[src/hw/rtl/csvt_pkg.sv]
// Shared types and constants for the delimited-text row tokenizer.
// Holds request/result payload structs, configuration struct and state codes.
// No dependencies.
`timescale 1ns / 1ps
`default_nettype none

package csvt_pkg;

  localparam int MAX_COLUMNS = 256;
  localparam int COUNT_BITS  = 32;
  localparam int COL_W       = $clog2(MAX_COLUMNS);
  localparam int CC_W        = COL_W + 1;
  localparam int CFG_DATA_W  = 32;
  localparam int CFG_IDX_W   = 3;
  localparam int OUT_CNT_W   = 32;

  localparam logic [7:0] CH_NL    = 8'h0A;
  localparam logic [7:0] CH_QUOTE = 8'h22;
  localparam logic [7:0] CH_SPACE = 8'h20;
  localparam logic [7:0] CH_TAB   = 8'h09;

  typedef enum logic [1:0] {
    PH_SKIP  = 2'd0,
    PH_PARSE = 2'd1,
    PH_DONE  = 2'd2
  } phase_t;

  typedef enum logic [1:0] {
    Q_OUT   = 2'd0,
    Q_AFTER = 2'd1,
    Q_IN    = 2'd2
  } quote_t;

  typedef enum logic [1:0] {
    EV_CONTENT   = 2'd0,
    EV_FIELD_END = 2'd1,
    EV_FINISHED  = 2'd2,
    EV_ERROR     = 2'd3
  } evt_kind_t;

  typedef enum logic [2:0] {
    ERR_NONE        = 3'd0,
    ERR_BAD_QUOTE   = 3'd1,
    ERR_TOO_MANY    = 3'd2,
    ERR_EARLY_EOL   = 3'd3,
    ERR_UNFINISHED  = 3'd4,
    ERR_FEW_ROWS    = 3'd5
  } err_code_t;

  typedef enum logic [CFG_IDX_W-1:0] {
    REG_DELIMITER    = 3'd0,
    REG_COLUMN_COUNT = 3'd1,
    REG_ROWS_TO_SKIP = 3'd2,
    REG_ROWS_TO_READ = 3'd3,
    REG_BYTE_LIMIT   = 3'd4
  } cfg_reg_t;

  typedef struct packed {
    logic [7:0] text_byte;
    logic       end_of_input;
  } csvt_in_t;

  typedef struct packed {
    evt_kind_t              event_kind;
    logic [7:0]             content_byte;
    logic [COL_W-1:0]       column_index;
    logic [OUT_CNT_W-1:0]   row_index;
    logic                   last_in_row;
    err_code_t              error_code;
    logic [OUT_CNT_W-1:0]   byte_position;
  } csvt_out_t;

  typedef struct packed {
    logic [7:0]            delimiter;
    logic [CC_W-1:0]       column_count;
    logic [CFG_DATA_W-1:0] rows_to_read;
    logic [CFG_DATA_W-1:0] byte_limit;
  } csvt_cfg_t;

  // A write to the skip register, offered to the parser for a skip-count reload.
  typedef struct packed {
    logic                  load;
    logic [COUNT_BITS-1:0] value;
  } skip_load_t;

endpackage

`default_nettype wire

[src/hw/rtl/csvt_cfg_regs.sv]
// Configuration register file of the row tokenizer.
// Depends on csvt_pkg for the register indexes and the configuration struct.
`timescale 1ns / 1ps
`default_nettype none

module csvt_cfg_regs (
  input  wire logic                               clk,
  input  wire logic                               rst_n,
  input  wire logic                               cfg_we,
  input  wire logic [csvt_pkg::CFG_IDX_W-1:0]     cfg_index,
  input  wire logic [csvt_pkg::CFG_DATA_W-1:0]    cfg_wdata,
  output csvt_pkg::csvt_cfg_t                     cfg,
  output csvt_pkg::skip_load_t                    skip_ld
);
  import csvt_pkg::*;

  csvt_cfg_t cfg_r;
  csvt_cfg_t cfg_nxt;

  always_comb begin
    cfg_nxt = cfg_r;
    if (cfg_we) begin
      unique case (cfg_index)
        REG_DELIMITER:    cfg_nxt.delimiter    = cfg_wdata[7:0];
        REG_COLUMN_COUNT: cfg_nxt.column_count = cfg_wdata[CC_W-1:0];
        // The skip count is only needed at the write itself and goes out on skip_ld.
        REG_ROWS_TO_SKIP: cfg_nxt = cfg_r;
        REG_ROWS_TO_READ: cfg_nxt.rows_to_read = cfg_wdata;
        REG_BYTE_LIMIT:   cfg_nxt.byte_limit   = cfg_wdata;
        default:          cfg_nxt = cfg_r;
      endcase
    end
  end

  always_ff @(posedge clk) begin
    if (!rst_n) begin
      cfg_r.delimiter    <= 8'd44;
      cfg_r.column_count <= CC_W'(1);
      cfg_r.rows_to_read <= '0;
      cfg_r.byte_limit   <= '0;
    end else begin
      cfg_r <= cfg_nxt;
    end
  end

  assign cfg           = cfg_r;
  assign skip_ld.load  = cfg_we && (cfg_index == REG_ROWS_TO_SKIP);
  assign skip_ld.value = COUNT_BITS'(cfg_wdata);

endmodule

`default_nettype wire

[src/hw/rtl/csvt_in_reg.sv]
// Input register stage of the row tokenizer: holds one accepted request.
// Depends on csvt_pkg for the request payload struct.
`timescale 1ns / 1ps
`default_nettype none

module csvt_in_reg (
  input  wire logic          clk,
  input  wire logic          rst_n,
  input  wire logic          in_valid,
  output logic               in_ready,
  input  csvt_pkg::csvt_in_t in_data,
  input  wire logic          advance,
  output logic               s_valid,
  output csvt_pkg::csvt_in_t s_data
);
  import csvt_pkg::*;

  logic     s_valid_r;
  logic     s_valid_nxt;
  csvt_in_t s_data_r;

  // The held request leaves in the same cycle a new one can enter.
  assign in_ready = !s_valid_r || advance;

  always_comb begin
    s_valid_nxt = s_valid_r;
    if (in_valid && in_ready) begin
      s_valid_nxt = 1'b1;
    end else if (advance) begin
      s_valid_nxt = 1'b0;
    end
  end

  always_ff @(posedge clk) begin
    if (!rst_n) begin
      s_valid_r <= 1'b0;
    end else begin
      s_valid_r <= s_valid_nxt;
    end
  end

  always_ff @(posedge clk) begin
    if (in_valid && in_ready) begin
      s_data_r <= in_data;
    end
  end

  assign s_valid = s_valid_r;
  assign s_data  = s_data_r;

endmodule

`default_nettype wire

[src/hw/rtl/csvt_core.sv]
// Parser state and per-byte decision logic of the row tokenizer.
// Depends on csvt_pkg for state codes, payload and configuration structs.
`timescale 1ns / 1ps
`default_nettype none

module csvt_core (
  input  wire logic           clk,
  input  wire logic           rst_n,
  input  wire logic           fire,
  input  csvt_pkg::csvt_in_t  item,
  input  csvt_pkg::csvt_cfg_t cfg,
  input  csvt_pkg::skip_load_t skip_ld,
  output logic                res_valid,
  output csvt_pkg::csvt_out_t res
);
  import csvt_pkg::*;

  localparam int CNT_W = COUNT_BITS;

  phase_t           phase_r,     phase_nxt;
  logic [CNT_W-1:0] skip_left_r, skip_left_nxt;
  quote_t           quote_r,     quote_nxt;
  logic             fhc_r,       fhc_nxt;
  logic [COL_W-1:0] col_r,       col_nxt;
  logic [CNT_W-1:0] row_r,       row_nxt;
  logic [CNT_W-1:0] skipped_r,   skipped_nxt;
  logic [CNT_W-1:0] bytes_r,     bytes_nxt;

  logic [CC_W-1:0]  cc_eff;
  logic [CC_W-1:0]  col_plus;
  logic [CNT_W-1:0] row_limit;
  logic [CNT_W-1:0] byte_lim;
  logic [CNT_W:0]   rows_left;
  logic             rows_met;
  logic             limit_hit;
  phase_t           phase_eff;
  logic [7:0]       b;

  assign b         = item.text_byte;
  assign cc_eff    = (cfg.column_count > CC_W'(MAX_COLUMNS)) ? CC_W'(MAX_COLUMNS)
                                                            : cfg.column_count;
  assign col_plus  = {1'b0, col_r} + CC_W'(1);
  assign row_limit = CNT_W'(cfg.rows_to_read);
  assign byte_lim  = CNT_W'(cfg.byte_limit);

  // Lines still allowed; a borrow means the skipped lines alone passed the limit.
  assign rows_left = {1'b0, row_limit} - {1'b0, skipped_r};
  assign rows_met  = rows_left[CNT_W] || (rows_left[CNT_W-1:0] == '0) ||
                     (row_r >= rows_left[CNT_W-1:0]);
  assign limit_hit = ((byte_lim != '0) && (bytes_r >= byte_lim)) ||
                     ((row_limit != '0) && rows_met);
  assign phase_eff = ((phase_r == PH_SKIP) && (skip_left_r == '0)) ? PH_PARSE : phase_r;

  always_comb begin
    logic      act_append;
    logic      act_end;
    logic      act_drop;
    logic      act_fail;
    logic      act_finish;
    logic      end_last;
    err_code_t fail_code;

    act_append = 1'b0;
    act_end    = 1'b0;
    act_drop   = 1'b0;
    act_fail   = 1'b0;
    act_finish = 1'b0;
    end_last   = 1'b0;
    fail_code  = ERR_NONE;

    phase_nxt     = phase_r;
    skip_left_nxt = skip_left_r;
    quote_nxt     = quote_r;
    fhc_nxt       = fhc_r;
    col_nxt       = col_r;
    row_nxt       = row_r;
    skipped_nxt   = skipped_r;
    bytes_nxt     = bytes_r;

    res_valid         = 1'b0;
    res.event_kind    = EV_CONTENT;
    res.content_byte  = 8'd0;
    res.column_index  = col_r;
    res.row_index     = OUT_CNT_W'(row_r);
    res.last_in_row   = 1'b0;
    res.error_code    = ERR_NONE;
    res.byte_position = OUT_CNT_W'(bytes_r);

    if (phase_r != PH_DONE) begin
      if (item.end_of_input) begin
        act_finish = 1'b1;
      end else begin
        phase_nxt = phase_eff;
        if (limit_hit) begin
          act_finish = 1'b1;
        end else if (phase_eff == PH_SKIP) begin
          bytes_nxt = bytes_r + CNT_W'(1);
          if (b == CH_NL) begin
            skip_left_nxt = skip_left_r - CNT_W'(1);
            skipped_nxt   = skipped_r + CNT_W'(1);
            if (skip_left_r == CNT_W'(1)) begin
              phase_nxt = PH_PARSE;
            end
          end
        end else if (b == cfg.delimiter) begin
          // The delimiter wins over every other rule unless inside quotes.
          if (quote_r == Q_IN) begin
            act_append = 1'b1;
          end else if (col_plus < cc_eff) begin
            act_end = 1'b1;
          end else begin
            act_fail  = 1'b1;
            fail_code = ERR_TOO_MANY;
          end
        end else begin
          unique case (b)
            CH_NL: begin
              if (quote_r == Q_IN) begin
                act_fail  = 1'b1;
                fail_code = ERR_BAD_QUOTE;
              end else if (col_plus == cc_eff) begin
                act_end  = 1'b1;
                end_last = 1'b1;
              end else begin
                act_fail  = 1'b1;
                fail_code = ERR_EARLY_EOL;
              end
            end
            CH_SPACE, CH_TAB: begin
              if (quote_r == Q_AFTER) begin
                act_fail  = 1'b1;
                fail_code = ERR_BAD_QUOTE;
              end else if ((quote_r != Q_IN) && !fhc_r) begin
                act_drop = 1'b1;
              end else begin
                act_append = 1'b1;
              end
            end
            CH_QUOTE: begin
              if (quote_r == Q_AFTER) begin
                // Doubled quote inside a quoted field is a literal quote.
                quote_nxt  = Q_IN;
                act_append = 1'b1;
              end else if (quote_r == Q_IN) begin
                quote_nxt = Q_AFTER;
                act_drop  = 1'b1;
              end else if (fhc_r) begin
                act_append = 1'b1;
              end else begin
                quote_nxt = Q_IN;
                act_drop  = 1'b1;
              end
            end
            default: begin
              if (quote_r == Q_AFTER) begin
                act_fail  = 1'b1;
                fail_code = ERR_BAD_QUOTE;
              end else begin
                act_append = 1'b1;
              end
            end
          endcase
        end
      end
    end

    if (act_finish) begin
      if (col_r != '0) begin
        act_fail  = 1'b1;
        fail_code = ERR_UNFINISHED;
      end else if ((row_limit != '0) && !rows_met) begin
        act_fail  = 1'b1;
        fail_code = ERR_FEW_ROWS;
      end else begin
        phase_nxt      = PH_DONE;
        res_valid      = 1'b1;
        res.event_kind = EV_FINISHED;
      end
    end

    if (act_fail) begin
      phase_nxt      = PH_DONE;
      res_valid      = 1'b1;
      res.event_kind = EV_ERROR;
      res.error_code = fail_code;
    end

    if (act_append) begin
      fhc_nxt          = 1'b1;
      bytes_nxt        = bytes_r + CNT_W'(1);
      res_valid        = 1'b1;
      res.event_kind   = EV_CONTENT;
      res.content_byte = b;
    end

    if (act_drop) begin
      bytes_nxt = bytes_r + CNT_W'(1);
    end

    if (act_end) begin
      quote_nxt       = Q_OUT;
      fhc_nxt         = 1'b0;
      bytes_nxt       = bytes_r + CNT_W'(1);
      res_valid       = 1'b1;
      res.event_kind  = EV_FIELD_END;
      res.last_in_row = end_last;
      if (end_last) begin
        col_nxt = '0;
        row_nxt = row_r + CNT_W'(1);
      end else begin
        col_nxt = col_r + COL_W'(1);
      end
    end
  end

  always_ff @(posedge clk) begin
    if (!rst_n) begin
      phase_r     <= PH_SKIP;
      skip_left_r <= '0;
      quote_r     <= Q_OUT;
      fhc_r       <= 1'b0;
      col_r       <= '0;
      row_r       <= '0;
      skipped_r   <= '0;
      bytes_r     <= '0;
    end else if (fire) begin
      phase_r     <= phase_nxt;
      skip_left_r <= skip_left_nxt;
      quote_r     <= quote_nxt;
      fhc_r       <= fhc_nxt;
      col_r       <= col_nxt;
      row_r       <= row_nxt;
      skipped_r   <= skipped_nxt;
      bytes_r     <= bytes_nxt;
    end else if (skip_ld.load && (phase_r == PH_SKIP) && (bytes_r == '0)) begin
      // A new skip count takes effect only before the first byte is taken.
      skip_left_r <= skip_ld.value;
    end
  end

  a_done_silent: assert property (@(posedge clk) disable iff (!rst_n)
    (phase_r == PH_DONE) |-> !res_valid)
    else $error("result produced after parsing stopped");

  a_error_stops: assert property (@(posedge clk) disable iff (!rst_n)
    (fire && res_valid && (res.event_kind == EV_ERROR)) |=> (phase_r == PH_DONE))
    else $error("error result did not stop the parser");

  a_quote_path: assert property (@(posedge clk) disable iff (!rst_n)
    (fire && (quote_r == Q_OUT)) |=> (quote_r != Q_AFTER))
    else $error("quote tracker left the outside state for the closing state");

  a_bytes_hold: assert property (@(posedge clk) disable iff (!rst_n)
    !fire |=> $stable(bytes_r))
    else $error("byte counter moved without a request");

endmodule

`default_nettype wire

[src/hw/rtl/csvt_out_reg.sv]
// Result register of the row tokenizer: holds one result until it is taken.
// Depends on csvt_pkg for the result payload struct.
`timescale 1ns / 1ps
`default_nettype none

module csvt_out_reg (
  input  wire logic           clk,
  input  wire logic           rst_n,
  input  wire logic           advance,
  input  wire logic           res_valid,
  input  csvt_pkg::csvt_out_t res,
  output logic                space,
  output logic                out_valid,
  input  wire logic           out_ready,
  output csvt_pkg::csvt_out_t out_data
);
  import csvt_pkg::*;

  logic      out_valid_r;
  logic      out_valid_nxt;
  csvt_out_t out_data_r;

  assign space = !out_valid_r || out_ready;

  always_comb begin
    out_valid_nxt = out_valid_r;
    if (advance) begin
      out_valid_nxt = res_valid;
    end else if (out_ready) begin
      out_valid_nxt = 1'b0;
    end
  end

  always_ff @(posedge clk) begin
    if (!rst_n) begin
      out_valid_r <= 1'b0;
    end else begin
      out_valid_r <= out_valid_nxt;
    end
  end

  always_ff @(posedge clk) begin
    if (advance && res_valid) begin
      out_data_r <= res;
    end
  end

  assign out_valid = out_valid_r;
  assign out_data  = out_data_r;

endmodule

`default_nettype wire

[src/hw/rtl/csv_row_tokenizer.sv]
// Delimited-text row tokenizer: one byte per request, field events out.
// Usage:
//   Requests (in_valid/in_ready/in_data) carry one text byte or an end mark.
//   Results (out_valid/out_ready/out_data) are content bytes, field ends,
//   a finish event or the first error; a request gives at most one result.
//   Configuration writes (cfg_we/cfg_index/cfg_wdata) must be made while no
//   request is in flight; the block does not enforce it.
// Timing:
//   A request is registered in the input register on acceptance and decided
//   by the parser once the result register has space; its result is then
//   registered in the result register. One request is taken every cycle
//   while out_ready stays high; the limit is the parser register update.
// Reset:
//   rst_n (synchronous) restores the register defaults and clears all parser
//   state and the valid bits of both pipeline registers. After an error or
//   finish the block takes requests but stays silent until the next reset.
// Backpressure:
//   While out_ready is low with a result held, the decision stage stalls and
//   in_ready drops once the input register is full; nothing is lost.
// Depends on csvt_pkg and the csvt_* submodules.
`timescale 1ns / 1ps
`default_nettype none

module csv_row_tokenizer (
  input  wire logic                            clk,
  input  wire logic                            rst_n,
  input  wire logic                            in_valid,
  output logic                                 in_ready,
  input  csvt_pkg::csvt_in_t                   in_data,
  output logic                                 out_valid,
  input  wire logic                            out_ready,
  output csvt_pkg::csvt_out_t                  out_data,
  input  wire logic                            cfg_we,
  input  wire logic [csvt_pkg::CFG_IDX_W-1:0]  cfg_index,
  input  wire logic [csvt_pkg::CFG_DATA_W-1:0] cfg_wdata
);
  import csvt_pkg::*;

  csvt_cfg_t  cfg;
  skip_load_t skip_ld;
  logic       s_valid;
  csvt_in_t   s_data;
  logic       space;
  logic       advance;
  logic       res_valid;
  csvt_out_t  res;

  assign advance = s_valid && space;

  csvt_cfg_regs u_cfg (
    .clk       (clk),
    .rst_n     (rst_n),
    .cfg_we    (cfg_we),
    .cfg_index (cfg_index),
    .cfg_wdata (cfg_wdata),
    .cfg       (cfg),
    .skip_ld   (skip_ld)
  );

  csvt_in_reg u_in (
    .clk      (clk),
    .rst_n    (rst_n),
    .in_valid (in_valid),
    .in_ready (in_ready),
    .in_data  (in_data),
    .advance  (advance),
    .s_valid  (s_valid),
    .s_data   (s_data)
  );

  csvt_core u_core (
    .clk       (clk),
    .rst_n     (rst_n),
    .fire      (advance),
    .item      (s_data),
    .cfg       (cfg),
    .skip_ld   (skip_ld),
    .res_valid (res_valid),
    .res       (res)
  );

  csvt_out_reg u_out (
    .clk       (clk),
    .rst_n     (rst_n),
    .advance   (advance),
    .res_valid (res_valid),
    .res       (res),
    .space     (space),
    .out_valid (out_valid),
    .out_ready (out_ready),
    .out_data  (out_data)
  );

endmodule

`default_nettype wire
[config.mk]
export PLATFORM = sky130hd
export DESIGN_NAME = csv_row_tokenizer
export DESIGN_NICKNAME = d
export VERILOG_FILES = /design/src/hw/rtl/csvt_pkg.sv /design/src/hw/rtl/csvt_cfg_regs.sv /design/src/hw/rtl/csvt_in_reg.sv /design/src/hw/rtl/csvt_core.sv /design/src/hw/rtl/csvt_out_reg.sv /design/src/hw/rtl/csv_row_tokenizer.sv
export SDC_FILE = /design/constraint.sdc
export NUM_CORES = 1
export LEC_CHECK = 0
export ABC_CLOCK_PERIOD_IN_PS = 12900
export BUFFER_PORTS_ARGS = -buffer_cell sky130_fd_sc_hd__clkbuf_2
export CELL_PAD_IN_SITES_DETAIL_PLACEMENT = 1
export CELL_PAD_IN_SITES_GLOBAL_PLACEMENT = 1
export CORE_ASPECT_RATIO = 1.2
export CORE_MARGIN = 5
export CORE_UTILIZATION = 44
export DETAILED_ROUTE_END_ITERATION = 10
export GPL_ROUTABILITY_DRIVEN = 1
export PLACE_DENSITY_LB_ADDON = 0.08
export SYNTH_ARGS = -nofsm -noshare
export SYNTH_HDL_FRONTEND = slang
export SYNTH_SLANG_ARGS = --single-unit
export TNS_END_PERCENT = 10
[constraint.sdc]
create_clock -name clk -period 12.9 [get_ports clk]
set_clock_uncertainty 0.1 [all_clocks]
set_input_delay 2.58 -clock clk [delete_from_list [all_inputs] [get_ports clk]]
set_output_delay 2.58 -clock clk [all_outputs]
set_load 0.005 [all_outputs]
==> results.sh <==
export IMPL_status="complete, no violations"
export IMPL_cap_violations=0
export IMPL_synth_most_common_cell="nand2_1"
export IMPL_clock_path_buffers=3
export IMPL_clk_pin_slew_ps=60
export IMPL_cp_arrival_ps=7470
export IMPL_ios=137
export IMPL_switchingPower_uw=701
export IMPL_hold_end="u_cfg.cfg[70]$_SDFFE_PN0P_"
export IMPL_synth_top_cells_by_count="nand2_1, dfxtp_1, a21oi_1"
export IMPL_r2r_slack_ps=5800
export IMPL_start_util=0.445
export IMPL_critPathMaxFanout=12
export IMPL_cp_common_cell="a21oi_1"
export IMPL_fillCellCount=4931
export IMPL_rsz0062_at_grt="false"
export IMPL_sw_frac_of_total=0.278
export IMPL_synthesis_nets=2315
export IMPL_worstMarginPinSlew_ps=1190
export IMPL_drt_iter0_drc=735
export IMPL_synth_area_top_cells="dfxtp_1, edfxtp_1, ha_1"
export IMPL_final_area_mm2=0.0204
export IMPL_critPathRequiredTime_ps=13270
export IMPL_track_usage=0.268
export IMPL_p_int_uw=1820
export IMPL_core_area_mm2=0.0408
export IMPL_pwr_share_seq=0.433
export IMPL_rr_startpoint="u_cfg.cfg[32]$_SDFFE_PN0P_"
export IMPL_r2r_end="u_core.bytes_r[28]$_SDFFE_PN0P_"
export IMPL_ctsHtreeMaxLevel=2
export IMPL_place_congestion=0.882
export IMPL_synth_edf_count=95
export IMPL_pwr_density_cell_mw_per_mm2=123
export IMPL_cts_root_buf="clkbuf_16"
export IMPL_slew_headroom=0.201
export IMPL_critPathLaunchType="flop"
export IMPL_dieArea_mm2=0.0455
export IMPL_ys_types=85
export IMPL_overflow=0
export IMPL_setup_tns_ps=0
export IMPL_synthFlopType="dfxtp_1"
export IMPL_synth_largest_area_cell="dfxtp_1"
export IMPL_critical_path_class="flop to flop"
export IMPL_setup_violations=0
export IMPL_routed_wl_um=62300
export IMPL_synth_cells=2152
export IMPL_via_per_inst=5.98
export IMPL_die_y_um=233
export IMPL_clock_sinks=319
export IMPL_ctsResizeCount=0
export IMPL_cts_tree="built"
export IMPL_min_path_cells=2
export IMPL_placed_cell_area_mm2=0.0192
export IMPL_ant_nets=0
export IMPL_fin_crit_sh=0.550
export IMPL_ys_seq_elements=319
export IMPL_min_period_ps=7100
export IMPL_clockPowerShare=0.414
export IMPL_post_drt_wl_per_cell_um=22.2
export IMPL_grt_pass1_wl_um=97900
export IMPL_min_delay_start="u_cfg.cfg[70]$_SDFFE_PN0P_"
export IMPL_final_hold_viol_count=0
export IMPL_vias=16800
export IMPL_crit_family="compound AO/OA/AOI/OAI gates"
export IMPL_drv_slew=0
export IMPL_num_rows=81
export IMPL_clock_latency_ps=550
export IMPL_drc=0
export IMPL_critPathSlowestCell="nor4_2"
export IMPL_portBuffers=136
export IMPL_endpoint_kind="flop"
export IMPL_nets=2404
export IMPL_r2r_cells=19
export IMPL_p_comb_frac=0.154
export IMPL_ys_warn_count=0
export IMPL_first_pass_iters=7
export IMPL_avgSynthCellArea_um2=8.45
export IMPL_netlist_area_mm2=0.0182
export IMPL_async_reset_ff_frac=0
export IMPL_ir_drop_uv=117
export IMPL_drive_above_1_share=0.109
export IMPL_dp_final_hpwl_um=47600
export IMPL_numCtsBuffers=35
export IMPL_crit_path_cell_trace="inv_1, ha_1, fa_1, nand2b_1, a21oi_1, o211ai_1, o211a_1, a21oi_1, nor3_1, or2_2, ha_1, a21o_1, a2111oi_0, o311ai_1, a211o_1, nor4_2, nand4b_1, or3_1, a21oi_1"
export IMPL_grt_start_max_net_pins=72
export IMPL_slowest_delay_ps=1050
export IMPL_cts_hold_buf=0
export IMPL_crit_path_start="u_cfg.cfg[32]$_SDFFE_PN0P_"
export IMPL_leakagePower_uw=0.00779
export IMPL_antenna_found_initial=3
export IMPL_die_w_um=196
export IMPL_min_path_type="flop to flop"
export IMPL_post_cts_setup_buffers=0
export IMPL_cp_num_buf_inv=1
export IMPL_yosysSeqAreaShare=0.403
export IMPL_area_growth_pct=12.3
export IMPL_first_global_vias=17500
export IMPL_max_freq_ghz=0.141
export IMPL_synth_top_area_frac=0.247
[flip-flops by register name, indices dropped and copies added, names as in the netlist, 2 cells and up]
| register | cells |
|---|---|
| u_core.quote_r | 2 |
| u_core.skip_left_r | 32 |
| u_core.row_r | 32 |
| u_core.bytes_r | 32 |
| u_core.skipped_r | 32 |
| u_in.s_data | 9 |
| u_core.phase_r | 2 |
| u_core.col_r | 8 |
| u_out.out_data | 86 |
| u_cfg.cfg | 81 |
[kinds of logic after synthesis]
group                    synth area share
flip-flops                          0.403
buffers and inverters              0.0452
AO/OA/AOI/OAI                       0.170
XOR/XNOR                           0.0270
adder cells (fa/ha/maj)            0.0788
multiplexers                       0.0290
AND/OR/NAND/NOR                     0.247
[worst max path at each step]
stage | to | cells after the start
2_1_floorplan | u_out.out_data[0]$_DFFE_PP_ | 19
4_1_cts | u_core.bytes_r[30]$_SDFFE_PN0P_ | 18
3_5_place_dp | u_core.bytes_r[26]$_SDFFE_PN0P_ | 18
6_report | u_core.bytes_r[28]$_SDFFE_PN0P_ | 19
3_3_place_gp | u_core.bytes_r[26]$_SDFFE_PN0P_ | 18
5_1_grt | u_core.bytes_r[22]$_SDFFE_PN0P_ | 19
[worst reg2reg max path, stage by stage, from the launching register on]
cell and delay [ps]:
dfxtp_1 350, inv_1 50, ha_1 210, fa_1 400, nand2b_1 210, a21oi_1 360
o211ai_1 290, o211a_1 360, a21oi_1 310, nor3_1 110, or2_2 310, ha_1 310
a21o_1 160, a2111oi_0 400, o311ai_1 280, a211o_1 530, nor4_2 1060, nand4b_1 590
or3_1 490, a21oi_1 140
[power by group through the flow]
| stage | clock network (uW) | logic [uW] | registers, uW |
|---|---|---|---|
| 6_report | 1040 | 387 | 1090 |
| 5_1_grt | 1110 | 425 | 1090 |
| 4_1_cts | 1070 | 388 | 1090 |
| 3_5_place_dp | 0 | 385 | 1110 |
| 3_3_place_gp | 0 | 377 | 1110 |
| 2_1_floorplan | 0 | 248 | 1110 |
[area by class of cell]
class	instances	area, um2	area share
diodes	1	2.50	0.000123
clock buffers	41	930	0.0455
clock inverters	21	241	0.0118
inverters	102	385	0.0189
multi-input cells	1631	10000	0.492
flip-flops and latches	319	7340	0.359
well taps	539	674	0.0330
repair buffers	152	803	0.0393
[placed cells by master (no fill, tap or decap), types with 24 or more instances in the layout]
master	Yosys	final
nand2_1	371	371
dfxtp_1	224	224
a21oi_1	196	196
clkbuf_2	0	135
ha_1	113	113
nor2_1	112	110
inv_1	100	99
nand3_1	95	95
edfxtp_1	95	95
o21ai_0	74	74
nor4_1	53	53
nand4_1	52	52
mux2i_1	50	50
o31ai_1	46	46
xnor2_1	43	43
nor3_1	39	38
clkbuf_16	0	36
or4_1	30	30
or3_1	30	30
o211ai_1	29	29
o21ai_1	24	24
[metrics by stage]
stage / power (uW) / setup slack (ps) / hold slack [ps] / util / std cells
6_report: 2520 / 5800 / 360 / 0.500 / 2806
5_1_grt: 2630 / 5300 / 379 / 0.500 / 2805
4_1_cts: 2550 / 5890 / 361 / 0.500 / 2805
3_5_place_dp: 1500 / 5940 / 353 / 0.471 / 2743
3_3_place_gp: 1490 / 6080 / 345 / 0.471 / 2743
2_1_floorplan: 1360 / 4480 / 333 / - / 2152
[per-layer routing]
metal | vias to the layer above | track usage | wire [um]
li1 | 8017 | - | -
met5 | - | 0 | 19
met4 | 2 | 0.0993 | 2390
met1 | 8343 | 0.307 | 25000
met2 | 293 | 0.502 | 32700
met3 | 126 | 0.0408 | 2150
Power figures use the tool's default switching activity.
